==> src/hw/rtl/lgpb_pkg.sv <==
// Shared types, register codes and gamma tables for the LED glow pixel blend unit.
`default_nettype none

package lgpb_pkg;

    localparam int LGPB_TEX_DIM = 1024;
    localparam int COORD_W      = 10;
    localparam int RECT_W       = 11;
    localparam int CHAN_W       = 8;
    localparam int PIXEL_W      = 32;
    localparam int CFG_INDEX_W  = 3;
    localparam int CFG_DATA_W   = 11;

    // Configuration register indexes.
    typedef enum logic [CFG_INDEX_W-1:0] {
        REG_LED_ALPHA    = 3'd0,
        REG_LED_RED      = 3'd1,
        REG_LED_GREEN    = 3'd2,
        REG_LED_BLUE     = 3'd3,
        REG_RECT_X_FIRST = 3'd4,
        REG_RECT_X_END   = 3'd5,
        REG_RECT_Y_FIRST = 3'd6,
        REG_RECT_Y_END   = 3'd7
    } lgpb_reg_t;

    // Which gamma curve a color lane applies.
    typedef enum logic [1:0] {
        CHAN_RED   = 2'd0,
        CHAN_GREEN = 2'd1,
        CHAN_BLUE  = 2'd2
    } lgpb_chan_t;

    typedef struct packed {
        logic [COORD_W-1:0] pixel_x;
        logic [COORD_W-1:0] pixel_y;
        logic [PIXEL_W-1:0] old_pixel;
        logic [PIXEL_W-1:0] diffuse_pixel;
    } lgpb_in_t;

    typedef struct packed {
        logic [PIXEL_W-1:0] new_pixel;
        logic               was_painted;
    } lgpb_out_t;

    // Load strobes of the four pipeline registers.
    typedef struct packed {
        logic s1;
        logic s2;
        logic s3;
        logic s4;
    } lgpb_load_t;

    localparam logic [CHAN_W-1:0] GAMMA_RED [256] = '{
        8'd0, 8'd36, 8'd46, 8'd53, 8'd59, 8'd64, 8'd68, 8'd72, 8'd75, 8'd79, 8'd82, 8'd84,
        8'd87, 8'd89, 8'd92, 8'd94, 8'd96, 8'd98, 8'd100, 8'd102, 8'd104, 8'd106, 8'd108,
        8'd109, 8'd111, 8'd113, 8'd114, 8'd116, 8'd117, 8'd119, 8'd120, 8'd121, 8'd123,
        8'd124, 8'd125, 8'd127, 8'd128, 8'd129, 8'd130, 8'd132, 8'd133, 8'd134, 8'd135,
        8'd136, 8'd137, 8'd138, 8'd140, 8'd141, 8'd142, 8'd143, 8'd144, 8'd145, 8'd146,
        8'd147, 8'd148, 8'd149, 8'd150, 8'd150, 8'd151, 8'd152, 8'd153, 8'd154, 8'd155,
        8'd156, 8'd157, 8'd158, 8'd158, 8'd159, 8'd160, 8'd161, 8'd162, 8'd163, 8'd163,
        8'd164, 8'd165, 8'd166, 8'd166, 8'd167, 8'd168, 8'd169, 8'd169, 8'd170, 8'd171,
        8'd172, 8'd172, 8'd173, 8'd174, 8'd175, 8'd175, 8'd176, 8'd177, 8'd177, 8'd178,
        8'd179, 8'd179, 8'd180, 8'd181, 8'd181, 8'd182, 8'd183, 8'd183, 8'd184, 8'd185,
        8'd185, 8'd186, 8'd186, 8'd187, 8'd188, 8'd188, 8'd189, 8'd189, 8'd190, 8'd191,
        8'd191, 8'd192, 8'd192, 8'd193, 8'd194, 8'd194, 8'd195, 8'd195, 8'd196, 8'd197,
        8'd197, 8'd198, 8'd198, 8'd199, 8'd199, 8'd200, 8'd200, 8'd201, 8'd201, 8'd202,
        8'd203, 8'd203, 8'd204, 8'd204, 8'd205, 8'd205, 8'd206, 8'd206, 8'd207, 8'd207,
        8'd208, 8'd208, 8'd209, 8'd209, 8'd210, 8'd210, 8'd211, 8'd211, 8'd212, 8'd212,
        8'd213, 8'd213, 8'd214, 8'd214, 8'd215, 8'd215, 8'd216, 8'd216, 8'd217, 8'd217,
        8'd218, 8'd218, 8'd218, 8'd219, 8'd219, 8'd220, 8'd220, 8'd221, 8'd221, 8'd222,
        8'd222, 8'd223, 8'd223, 8'd223, 8'd224, 8'd224, 8'd225, 8'd225, 8'd226, 8'd226,
        8'd227, 8'd227, 8'd227, 8'd228, 8'd228, 8'd229, 8'd229, 8'd230, 8'd230, 8'd230,
        8'd231, 8'd231, 8'd232, 8'd232, 8'd232, 8'd233, 8'd233, 8'd234, 8'd234, 8'd235,
        8'd235, 8'd235, 8'd236, 8'd236, 8'd237, 8'd237, 8'd237, 8'd238, 8'd238, 8'd239,
        8'd239, 8'd239, 8'd240, 8'd240, 8'd240, 8'd241, 8'd241, 8'd242, 8'd242, 8'd242,
        8'd243, 8'd243, 8'd244, 8'd244, 8'd244, 8'd245, 8'd245, 8'd245, 8'd246, 8'd246,
        8'd247, 8'd247, 8'd247, 8'd248, 8'd248, 8'd248, 8'd249, 8'd249, 8'd250, 8'd250,
        8'd250, 8'd251, 8'd251, 8'd251, 8'd252, 8'd252, 8'd252, 8'd253, 8'd253, 8'd253,
        8'd254, 8'd254, 8'd255
    };

    localparam logic [CHAN_W-1:0] GAMMA_GREEN [256] = '{
        8'd0, 8'd48, 8'd59, 8'd67, 8'd73, 8'd78, 8'd82, 8'd86, 8'd90, 8'd93, 8'd96, 8'd99,
        8'd101, 8'd104, 8'd106, 8'd108, 8'd111, 8'd113, 8'd115, 8'd117, 8'd118, 8'd120,
        8'd122, 8'd123, 8'd125, 8'd127, 8'd128, 8'd130, 8'd131, 8'd132, 8'd134, 8'd135,
        8'd136, 8'd138, 8'd139, 8'd140, 8'd141, 8'd142, 8'd144, 8'd145, 8'd146, 8'd147,
        8'd148, 8'd149, 8'd150, 8'd151, 8'd152, 8'd153, 8'd154, 8'd155, 8'd156, 8'd157,
        8'd158, 8'd159, 8'd160, 8'd160, 8'd161, 8'd162, 8'd163, 8'd164, 8'd165, 8'd166,
        8'd166, 8'd167, 8'd168, 8'd169, 8'd169, 8'd170, 8'd171, 8'd172, 8'd173, 8'd173,
        8'd174, 8'd175, 8'd175, 8'd176, 8'd177, 8'd178, 8'd178, 8'd179, 8'd180, 8'd180,
        8'd181, 8'd182, 8'd182, 8'd183, 8'd184, 8'd184, 8'd185, 8'd185, 8'd186, 8'd187,
        8'd187, 8'd188, 8'd189, 8'd189, 8'd190, 8'd190, 8'd191, 8'd191, 8'd192, 8'd193,
        8'd193, 8'd194, 8'd194, 8'd195, 8'd195, 8'd196, 8'd197, 8'd197, 8'd198, 8'd198,
        8'd199, 8'd199, 8'd200, 8'd200, 8'd201, 8'd201, 8'd202, 8'd202, 8'd203, 8'd203,
        8'd204, 8'd204, 8'd205, 8'd205, 8'd206, 8'd206, 8'd207, 8'd207, 8'd208, 8'd208,
        8'd209, 8'd209, 8'd210, 8'd210, 8'd211, 8'd211, 8'd212, 8'd212, 8'd213, 8'd213,
        8'd213, 8'd214, 8'd214, 8'd215, 8'd215, 8'd216, 8'd216, 8'd217, 8'd217, 8'd217,
        8'd218, 8'd218, 8'd219, 8'd219, 8'd220, 8'd220, 8'd220, 8'd221, 8'd221, 8'd222,
        8'd222, 8'd222, 8'd223, 8'd223, 8'd224, 8'd224, 8'd224, 8'd225, 8'd225, 8'd226,
        8'd226, 8'd226, 8'd227, 8'd227, 8'd228, 8'd228, 8'd228, 8'd229, 8'd229, 8'd230,
        8'd230, 8'd230, 8'd231, 8'd231, 8'd231, 8'd232, 8'd232, 8'd233, 8'd233, 8'd233,
        8'd234, 8'd234, 8'd234, 8'd235, 8'd235, 8'd236, 8'd236, 8'd236, 8'd237, 8'd237,
        8'd237, 8'd238, 8'd238, 8'd238, 8'd239, 8'd239, 8'd239, 8'd240, 8'd240, 8'd240,
        8'd241, 8'd241, 8'd241, 8'd242, 8'd242, 8'd242, 8'd243, 8'd243, 8'd243, 8'd244,
        8'd244, 8'd244, 8'd245, 8'd245, 8'd245, 8'd246, 8'd246, 8'd246, 8'd247, 8'd247,
        8'd247, 8'd248, 8'd248, 8'd248, 8'd249, 8'd249, 8'd249, 8'd250, 8'd250, 8'd250,
        8'd251, 8'd251, 8'd251, 8'd251, 8'd252, 8'd252, 8'd252, 8'd253, 8'd253, 8'd253,
        8'd254, 8'd254, 8'd254, 8'd255
    };

    localparam logic [CHAN_W-1:0] GAMMA_BLUE [256] = '{
        8'd0, 8'd27, 8'd36, 8'd43, 8'd48, 8'd52, 8'd56, 8'd60, 8'd63, 8'd66, 8'd69, 8'd72,
        8'd75, 8'd77, 8'd79, 8'd82, 8'd84, 8'd86, 8'd88, 8'd90, 8'd92, 8'd93, 8'd95, 8'd97,
        8'd99, 8'd100, 8'd102, 8'd103, 8'd105, 8'd106, 8'd108, 8'd109, 8'd111, 8'd112,
        8'd113, 8'd115, 8'd116, 8'd117, 8'd119, 8'd120, 8'd121, 8'd122, 8'd123, 8'd125,
        8'd126, 8'd127, 8'd128, 8'd129, 8'd130, 8'd131, 8'd132, 8'd133, 8'd134, 8'd136,
        8'd137, 8'd138, 8'd139, 8'd140, 8'd141, 8'd141, 8'd142, 8'd143, 8'd144, 8'd145,
        8'd146, 8'd147, 8'd148, 8'd149, 8'd150, 8'd151, 8'd152, 8'd152, 8'd153, 8'd154,
        8'd155, 8'd156, 8'd157, 8'd157, 8'd158, 8'd159, 8'd160, 8'd161, 8'd161, 8'd162,
        8'd163, 8'd164, 8'd165, 8'd165, 8'd166, 8'd167, 8'd168, 8'd168, 8'd169, 8'd170,
        8'd171, 8'd171, 8'd172, 8'd173, 8'd173, 8'd174, 8'd175, 8'd176, 8'd176, 8'd177,
        8'd178, 8'd178, 8'd179, 8'd180, 8'd180, 8'd181, 8'd182, 8'd182, 8'd183, 8'd184,
        8'd184, 8'd185, 8'd186, 8'd186, 8'd187, 8'd187, 8'd188, 8'd189, 8'd189, 8'd190,
        8'd191, 8'd191, 8'd192, 8'd192, 8'd193, 8'd194, 8'd194, 8'd195, 8'd195, 8'd196,
        8'd197, 8'd197, 8'd198, 8'd198, 8'd199, 8'd200, 8'd200, 8'd201, 8'd201, 8'd202,
        8'd202, 8'd203, 8'd204, 8'd204, 8'd205, 8'd205, 8'd206, 8'd206, 8'd207, 8'd207,
        8'd208, 8'd208, 8'd209, 8'd210, 8'd210, 8'd211, 8'd211, 8'd212, 8'd212, 8'd213,
        8'd213, 8'd214, 8'd214, 8'd215, 8'd215, 8'd216, 8'd216, 8'd217, 8'd217, 8'd218,
        8'd218, 8'd219, 8'd219, 8'd220, 8'd220, 8'd221, 8'd221, 8'd222, 8'd222, 8'd223,
        8'd223, 8'd224, 8'd224, 8'd225, 8'd225, 8'd226, 8'd226, 8'd227, 8'd227, 8'd228,
        8'd228, 8'd229, 8'd229, 8'd229, 8'd230, 8'd230, 8'd231, 8'd231, 8'd232, 8'd232,
        8'd233, 8'd233, 8'd234, 8'd234, 8'd235, 8'd235, 8'd235, 8'd236, 8'd236, 8'd237,
        8'd237, 8'd238, 8'd238, 8'd239, 8'd239, 8'd239, 8'd240, 8'd240, 8'd241, 8'd241,
        8'd242, 8'd242, 8'd242, 8'd243, 8'd243, 8'd244, 8'd244, 8'd245, 8'd245, 8'd245,
        8'd246, 8'd246, 8'd247, 8'd247, 8'd248, 8'd248, 8'd248, 8'd249, 8'd249, 8'd250,
        8'd250, 8'd250, 8'd251, 8'd251, 8'd252, 8'd252, 8'd252, 8'd253, 8'd253, 8'd254,
        8'd254, 8'd255
    };

endpackage

`default_nettype wire

==> src/hw/rtl/led_glow_pixel_blend_unit.sv <==
// Top level of the LED glow pixel blend unit: config registers and four-stage pixel pipeline.
`default_nettype none

// The unit paints an LED glow into a texture one pixel at a time. Each input
// transfer carries a pixel position, the old ARGB pixel and the ARGB diffusion
// map pixel; each input transfer yields exactly one output transfer, in order.
// A pixel inside the rectangle [rect_x_first, rect_x_end) x [rect_y_first,
// rect_y_end), with both coordinates also below TEX_DIM, has the LED color
// scaled by the diffusion channels, red, green and blue shaped by fixed gamma
// tables, and the result blended over the old pixel with alpha forced to 255;
// was_painted is then set. Any other pixel comes out unchanged with
// was_painted clear. The pipeline has four register stages (scale multiply,
// gamma lookup, blend multiply, blend sum). Each pixel moves through them in
// that order and is offered on the output from the stage 4 register, and a
// new pixel is taken every cycle while the output side does not stall. The
// last stage is the output register; when it is stalled, earlier stages keep
// filling bubbles before in_stall rises.
// Configuration registers are written through cfg_write/cfg_index/cfg_data,
// take effect at once and must only change while the pipeline is empty.

module led_glow_pixel_blend_unit
    import lgpb_pkg::*;
#(
    parameter int TEX_DIM = LGPB_TEX_DIM
)
(
    input  wire logic                   clk,
    input  wire logic                   rst_n,
    input  wire logic                   cfg_write,
    input  wire logic [CFG_INDEX_W-1:0] cfg_index,
    input  wire logic [CFG_DATA_W-1:0]  cfg_data,
    input  wire logic                   in_valid,
    output logic                        in_stall,
    input  wire lgpb_in_t               in_data,
    output logic                        out_valid,
    input  wire logic                   out_stall,
    output lgpb_out_t                   out_data
);

    // Compare width covers both the rectangle bounds and TEX_DIM itself.
    localparam int DIM_W  = $clog2(TEX_DIM + 1);
    localparam int CMP_W  = (DIM_W > RECT_W) ? DIM_W : RECT_W;
    localparam int PROD_W = 2 * CHAN_W;
    localparam logic [CMP_W-1:0] DIM_LIMIT = CMP_W'(TEX_DIM);
    localparam logic [CHAN_W-1:0] FULL_ALPHA = '1;

    // Configuration registers.
    logic [CHAN_W-1:0] led_alpha_reg;
    logic [CHAN_W-1:0] led_red_reg;
    logic [CHAN_W-1:0] led_green_reg;
    logic [CHAN_W-1:0] led_blue_reg;
    logic [RECT_W-1:0] rect_x_first_reg;
    logic [RECT_W-1:0] rect_x_end_reg;
    logic [RECT_W-1:0] rect_y_first_reg;
    logic [RECT_W-1:0] rect_y_end_reg;

    always_ff @(posedge clk or negedge rst_n)
    begin
        if (!rst_n)
        begin
            led_alpha_reg    <= '0;
            led_red_reg      <= '0;
            led_green_reg    <= '0;
            led_blue_reg     <= '0;
            rect_x_first_reg <= '0;
            rect_x_end_reg   <= '0;
            rect_y_first_reg <= '0;
            rect_y_end_reg   <= '0;
        end
        else if (cfg_write)
        begin
            unique case (lgpb_reg_t'(cfg_index))
                REG_LED_ALPHA:    led_alpha_reg    <= cfg_data[CHAN_W-1:0];
                REG_LED_RED:      led_red_reg      <= cfg_data[CHAN_W-1:0];
                REG_LED_GREEN:    led_green_reg    <= cfg_data[CHAN_W-1:0];
                REG_LED_BLUE:     led_blue_reg     <= cfg_data[CHAN_W-1:0];
                REG_RECT_X_FIRST: rect_x_first_reg <= cfg_data[RECT_W-1:0];
                REG_RECT_X_END:   rect_x_end_reg   <= cfg_data[RECT_W-1:0];
                REG_RECT_Y_FIRST: rect_y_first_reg <= cfg_data[RECT_W-1:0];
                REG_RECT_Y_END:   rect_y_end_reg   <= cfg_data[RECT_W-1:0];
                default:          ;
            endcase
        end
    end

    // Pipeline flow control. A stage may load when it is empty or when the
    // stage after it is moving; the output side closes the chain.
    logic       v1_reg, v2_reg, v3_reg, v4_reg;
    logic       rdy1, rdy2, rdy3, rdy4;
    lgpb_load_t load;

    assign rdy4 = !v4_reg || !out_stall;
    assign rdy3 = !v3_reg || rdy4;
    assign rdy2 = !v2_reg || rdy3;
    assign rdy1 = !v1_reg || rdy2;

    assign load.s1 = rdy1;
    assign load.s2 = rdy2;
    assign load.s3 = rdy3;
    assign load.s4 = rdy4;

    assign in_stall = !rdy1;

    always_ff @(posedge clk or negedge rst_n)
    begin
        if (!rst_n)
        begin
            v1_reg <= 1'b0;
            v2_reg <= 1'b0;
            v3_reg <= 1'b0;
            v4_reg <= 1'b0;
        end
        else
        begin
            if (rdy1)
            begin
                v1_reg <= in_valid;
            end
            if (rdy2)
            begin
                v2_reg <= v1_reg;
            end
            if (rdy3)
            begin
                v3_reg <= v2_reg;
            end
            if (rdy4)
            begin
                v4_reg <= v3_reg;
            end
        end
    end

    // Stage 1: rectangle test and the alpha scale product.
    logic [CMP_W-1:0]  px_ext;
    logic [CMP_W-1:0]  py_ext;
    logic              pixel_in_rect;
    logic [PROD_W-1:0] alpha_prod;

    assign px_ext = CMP_W'(in_data.pixel_x);
    assign py_ext = CMP_W'(in_data.pixel_y);

    assign pixel_in_rect = (px_ext >= CMP_W'(rect_x_first_reg))
                        && (px_ext < CMP_W'(rect_x_end_reg))
                        && (py_ext >= CMP_W'(rect_y_first_reg))
                        && (py_ext < CMP_W'(rect_y_end_reg))
                        && (px_ext < DIM_LIMIT) && (py_ext < DIM_LIMIT);

    assign alpha_prod = PROD_W'(led_alpha_reg) * PROD_W'(in_data.diffuse_pixel[31:24]);

    logic               inside_s1_reg, inside_s2_reg, inside_s3_reg;
    logic [PIXEL_W-1:0] old_s1_reg, old_s2_reg, old_s3_reg;
    logic [CHAN_W-1:0]  alpha_s1_reg, alpha_s2_reg;
    logic [CHAN_W-1:0]  inv_alpha_s2_reg;
    lgpb_out_t          out_reg;

    always_ff @(posedge clk)
    begin
        if (load.s1)
        begin
            inside_s1_reg <= pixel_in_rect;
            old_s1_reg    <= in_data.old_pixel;
            alpha_s1_reg  <= alpha_prod[PROD_W-1:CHAN_W];
        end
        if (load.s2)
        begin
            inside_s2_reg    <= inside_s1_reg;
            old_s2_reg       <= old_s1_reg;
            alpha_s2_reg     <= alpha_s1_reg;
            inv_alpha_s2_reg <= FULL_ALPHA - alpha_s1_reg;
        end
        if (load.s3)
        begin
            inside_s3_reg <= inside_s2_reg;
            old_s3_reg    <= old_s2_reg;
        end
    end

    // Color lanes, stages 1 through 4.
    logic [CHAN_W-1:0] red_blend, green_blend, blue_blend;

    lgpb_color_lane #(.CHAN(CHAN_RED)) u_lane_red (
        .clk          (clk),
        .load         (load),
        .led_level    (led_red_reg),
        .diffuse_level(in_data.diffuse_pixel[23:16]),
        .old_level    (in_data.old_pixel[23:16]),
        .alpha_s2     (alpha_s2_reg),
        .inv_alpha_s2 (inv_alpha_s2_reg),
        .blended      (red_blend)
    );

    lgpb_color_lane #(.CHAN(CHAN_GREEN)) u_lane_green (
        .clk          (clk),
        .load         (load),
        .led_level    (led_green_reg),
        .diffuse_level(in_data.diffuse_pixel[15:8]),
        .old_level    (in_data.old_pixel[15:8]),
        .alpha_s2     (alpha_s2_reg),
        .inv_alpha_s2 (inv_alpha_s2_reg),
        .blended      (green_blend)
    );

    lgpb_color_lane #(.CHAN(CHAN_BLUE)) u_lane_blue (
        .clk          (clk),
        .load         (load),
        .led_level    (led_blue_reg),
        .diffuse_level(in_data.diffuse_pixel[7:0]),
        .old_level    (in_data.old_pixel[7:0]),
        .alpha_s2     (alpha_s2_reg),
        .inv_alpha_s2 (inv_alpha_s2_reg),
        .blended      (blue_blend)
    );

    // Stage 4 is the output register. The lanes register their blend sums in
    // the same stage, so the painted/unpainted choice is made on the way out
    // from a registered flag and the pass-through copy of the old pixel.
    logic               inside_s4_reg;
    logic [PIXEL_W-1:0] old_s4_reg;

    always_ff @(posedge clk)
    begin
        if (load.s4)
        begin
            inside_s4_reg <= inside_s3_reg;
            old_s4_reg    <= old_s3_reg;
        end
    end

    always_comb
    begin
        out_reg.was_painted = inside_s4_reg;
        if (inside_s4_reg)
        begin
            out_reg.new_pixel = {FULL_ALPHA, red_blend, green_blend, blue_blend};
        end
        else
        begin
            out_reg.new_pixel = old_s4_reg;
        end
    end

    assign out_valid = v4_reg;
    assign out_data  = out_reg;

endmodule

`default_nettype wire

==> src/hw/rtl/lgpb_color_lane.sv <==
// One color channel of the blend pipeline: scale, gamma lookup and alpha blend.
`default_nettype none

module lgpb_color_lane
    import lgpb_pkg::*;
#(
    parameter lgpb_chan_t CHAN = CHAN_RED
)
(
    input  wire logic              clk,
    input  wire lgpb_load_t        load,
    input  wire logic [CHAN_W-1:0] led_level,
    input  wire logic [CHAN_W-1:0] diffuse_level,
    input  wire logic [CHAN_W-1:0] old_level,
    input  wire logic [CHAN_W-1:0] alpha_s2,
    input  wire logic [CHAN_W-1:0] inv_alpha_s2,
    output logic      [CHAN_W-1:0] blended
);

    localparam int PROD_W = 2 * CHAN_W;

    logic [CHAN_W-1:0] scaled_reg;
    logic [CHAN_W-1:0] old_s1_reg;
    logic [CHAN_W-1:0] gamma_reg;
    logic [CHAN_W-1:0] old_s2_reg;
    logic [PROD_W-1:0] dst_prod_reg;
    logic [PROD_W-1:0] src_prod_reg;
    logic [CHAN_W-1:0] blend_reg;

    logic [PROD_W-1:0] scale_prod;
    logic [CHAN_W-1:0] gamma_next;
    logic [PROD_W-1:0] blend_sum;

    assign scale_prod = PROD_W'(led_level) * PROD_W'(diffuse_level);

    always_comb
    begin
        case (CHAN)
            CHAN_RED:   gamma_next = GAMMA_RED[scaled_reg];
            CHAN_GREEN: gamma_next = GAMMA_GREEN[scaled_reg];
            default:    gamma_next = GAMMA_BLUE[scaled_reg];
        endcase
    end

    // Both products stay at most 255*255 in sum, so the sum fits the product width.
    assign blend_sum = dst_prod_reg + src_prod_reg;

    always_ff @(posedge clk)
    begin
        if (load.s1)
        begin
            scaled_reg <= scale_prod[PROD_W-1:CHAN_W];
            old_s1_reg <= old_level;
        end
        if (load.s2)
        begin
            gamma_reg  <= gamma_next;
            old_s2_reg <= old_s1_reg;
        end
        if (load.s3)
        begin
            dst_prod_reg <= PROD_W'(old_s2_reg) * PROD_W'(inv_alpha_s2);
            src_prod_reg <= PROD_W'(gamma_reg) * PROD_W'(alpha_s2);
        end
        if (load.s4)
        begin
            blend_reg <= blend_sum[PROD_W-1:CHAN_W];
        end
    end

    assign blended = blend_reg;

endmodule

`default_nettype wire

==> config.mk <==
export PLATFORM = sky130hd
export DESIGN_NAME = led_glow_pixel_blend_unit
export DESIGN_NICKNAME = d
export VERILOG_FILES = /design/src/hw/rtl/lgpb_pkg.sv /design/src/hw/rtl/led_glow_pixel_blend_unit.sv /design/src/hw/rtl/lgpb_color_lane.sv
export SDC_FILE = /design/constraint.sdc
export NUM_CORES = 2
export LEC_CHECK = 0
export ABC_AREA = 1
export ABC_CLOCK_PERIOD_IN_PS = 10230
export BUFFER_PORTS_ARGS = -buffer_cell sky130_fd_sc_hd__buf_4
export CORE_MARGIN = 2
export CORE_UTILIZATION = 56
export CTS_BUF_LIST = sky130_fd_sc_hd__clkbuf_4
export CTS_CLUSTER_DIAMETER = 150
export DETAILED_ROUTE_END_ITERATION = 8
export GPL_TIMING_DRIVEN = 0
export PLACE_DENSITY = 0.81
export SLEW_MARGIN = 20
export SYNTH_ARGS = -nofsm -noshare
export SYNTH_HDL_FRONTEND = slang
export SYNTH_SLANG_ARGS = --single-unit
==> constraint.sdc <==
create_clock -name clk -period 10.23 [get_ports clk]
set_input_delay 1.023 -clock clk [delete_from_list [all_inputs] [get_ports clk]]
set_output_delay 1.023 -clock clk [all_outputs]
set_load 0.03 [all_outputs]
==> flow_summary.toml <==
[setup_path]
arrival_ns = 5.64
critical_path_class = "flip-flop to flip-flop"
crit_path_end_kind = "flip-flop"
startpoint = "alpha_s2_reg[4]"
start_kind = "flip-flop"
r2r-start = "alpha_s2_reg[4]"
critPathMaxFanout = 10
crit_required_ns = 10.95
cp-endpoint = "u_lane_green.src_prod_reg[14]"
r2r_setup_slack_ns = 5.31
rr_endpoint = "u_lane_green.src_prod_reg[14]"
r2r.worst_path.cells = 15

[logic_synthesis]
synth.top_cell.area_share_pct = 22.72
synth_flop_cell = "edfxtp_1"
synth_cell_types = 47
ys_seq_area_share_pct = 27.39
avgSynthCellArea_um2 = 7.784
synth_edf_count = 324
syn_inst = 5502
yosysMostFrequentCell = "nand2_1"
synth_common_cells = "1591 x nand2_1, 1234 x inv_1, 465 x ha_1, 356 x fa_1, 324 x edfxtp_1"
yosysTopAreaCell = "edfxtp_1"
netlist_area_um2 = 42830
yosysWarnings = 0
synthArstFlopShare_pct = 19.80
synth_fp_nets = 6426
synth.area.top_cells = "edfxtp_1 23%, fa_1 17%, nand2_1 14%"
synth-seq-cells = 404

[timing]
setup_tns_ns = 0
period_minus_slack_ns = 4.923
relSlewSlack_pct = 49.55
hold_viol_final = 0
clock_skew_ns = 0.09948
fmax_mhz = 203.1
grt_setup_unrepaired = "no"
tightestPinTransition_ns = 0.7568
slew_violations = 0
setup_violations = 0
period_share_pct = 48.12
timing.final.ws_setup_ns = 5.307

[cts]
cts_hold_buf = 0
clock_sinks = 404
cts_tree = "built"
root_buffer = "clkbuf_4"
cts-htree-levels = 3
clock_path_buffers = 3
postCtsSetupBuffers = 0
cts.repair.resized = 0
path_clk_slew_ns = 0.07
numCtsBuffers = 111
clock_latency_ns = 0.99

[drt]
via_per_inst = 5.313
drtAntennaViolNets = 0
drc = 0
dr.pass1.iters = 8
drt-total-wl_um = 106800
post_drt_wl_per_cell_um = 15.73
vias = 36070
first_iter_violations = 2553

[floorplan]
start_util_pct = 56.48
row_count = 101
core_um2 = 75820
die_w_um = 280.5
io_pins = 138
die_area_um2 = 78700
chipHeight_um = 280.5

[place]
gp_congestion = 0.9437
io_buffers = 112
dp_hpwl_um = 83050
dp_slack_ns = 5.269

[global_routing]
grt_pass1_vias = 36570
use_met3_pct = 4.513
globalRouteOverflowTotal = 0
grt_pass1_wl_um = 176700
use_met1_pct = 34.48
grt_max_degree = 108
grt_use_met2_pct = 47.94
grt_use_total_pct = 27.73
antenna_found_initial = 3
busiest_layer = "met2"

[finish]
utilization_pct = 61.34
multi_input_area_um2 = 25500
nets = 6655
regArea_um2 = 11730
syn_to_final_growth_pct = 8.598
fillCellCount = 6536
final_layout_size_suffix_gt1_share_pct = 6.973

[worst_hold_path]
holdCritPathClass = "input pin to asynchronous set/reset pin"

[run_status]
status = "complete, no violations"

[run]
cap_violations = 0
-- cell usage in the layout (no fill, tap or decap), types with 25 or more instances in the layout --
cell	instances
nand2_1	1590
edfxtp_1	324
xnor2_1	44
dfrtp_1	80
clkbuf_1	125
nor3_1	31
xor2_1	56
clkbuf_2	25
ha_1	465
clkbuf_4	147
buf_4	123
inv_1	1231
buf_2	35
o21ai_0	223
nand4_1	36
nor2_1	251
nand3_1	248
fa_1	356
a21oi_1	214
-- worst min-delay path by stage --
stage	from	to	slack [ns]	cells after the start
3_5_place_dp	old_s1_reg[23]	old_s2_reg[23]	0.40	0
6_report	rst_n	rect_x_first_reg[1]	0.09	1
3_3_place_gp	old_s3_reg[26]	old_s4_reg[26]	0.40	0
5_1_grt	rst_n	rect_x_first_reg[1]	0.12	1
2_1_floorplan	inside_s1_reg	inside_s2_reg	0.40	0
4_1_cts	in_data[40]	old_s1_reg[8]	0.16	1
-- area by class of cell --
| type | instances | area share [%] |
|---|---|---|
| multi-input cells | 3647 | 54.82 |
| flip-flops and latches | 404 | 25.22 |
| inverters | 1247 | 10.10 |
| well taps | 978 | 2.631 |
| clock buffers | 147 | 2.373 |
| repair buffers | 116 | 2.053 |
| plain buffers | 204 | 1.985 |
| clock inverters | 43 | 0.8017 |
| diodes | 3 | 0.01614 |
-- kinds of logic after synthesis --
logic type	count (synthesis)	share of synthesized area (%)
AOI/OAI and AO/OA	529	6.679
xor gates and xnor gates	100	2.045
adders and majority gates	821	30.23
buffers and inverters	1451	13.09
DFF	404	27.39
and+or+nand+nor	2197	20.57
-- layer usage --
metal	vias to the layer above	wire length [µm]
met2	1406	51520
met4	2	4046
met5	-	12
li1	17430	-
met1	16930	43680
met3	300	7542
-- per-stage QoR --
| step | area, µm² | std cells | hold WS, ns |
|---|---|---|---|
| 2_1_floorplan | 42830 | 5502 | 0.4003 |
| 3_3_place_gp | 44890 | 6592 | 0.4003 |
| 3_5_place_dp | 45020 | 6596 | 0.4045 |
| 4_1_cts | 46500 | 6786 | 0.1556 |
| 5_1_grt | 46510 | 6789 | 0.1190 |
| 6_report | 46510 | 6789 | 0.09183 |
-- worst max-delay path, stage by stage, from the launching register on --
cell,delay [ns]
edfxtp_1,0.55
clkbuf_1,0.50
nand2_1,0.17
inv_1,0.10
fa_1,0.47
fa_1,0.53
fa_1,0.50
inv_1,0.05
fa_1,0.49
inv_1,0.04
ha_1,0.36
nand2_1,0.11
nor2_1,0.16
nand3_1,0.10
nand4_1,0.13
xor2_1,0.42
Power is left out: the tool's default activity adds up to more than one toggle a clock period on the data nets, which glitch-free logic cannot reach.
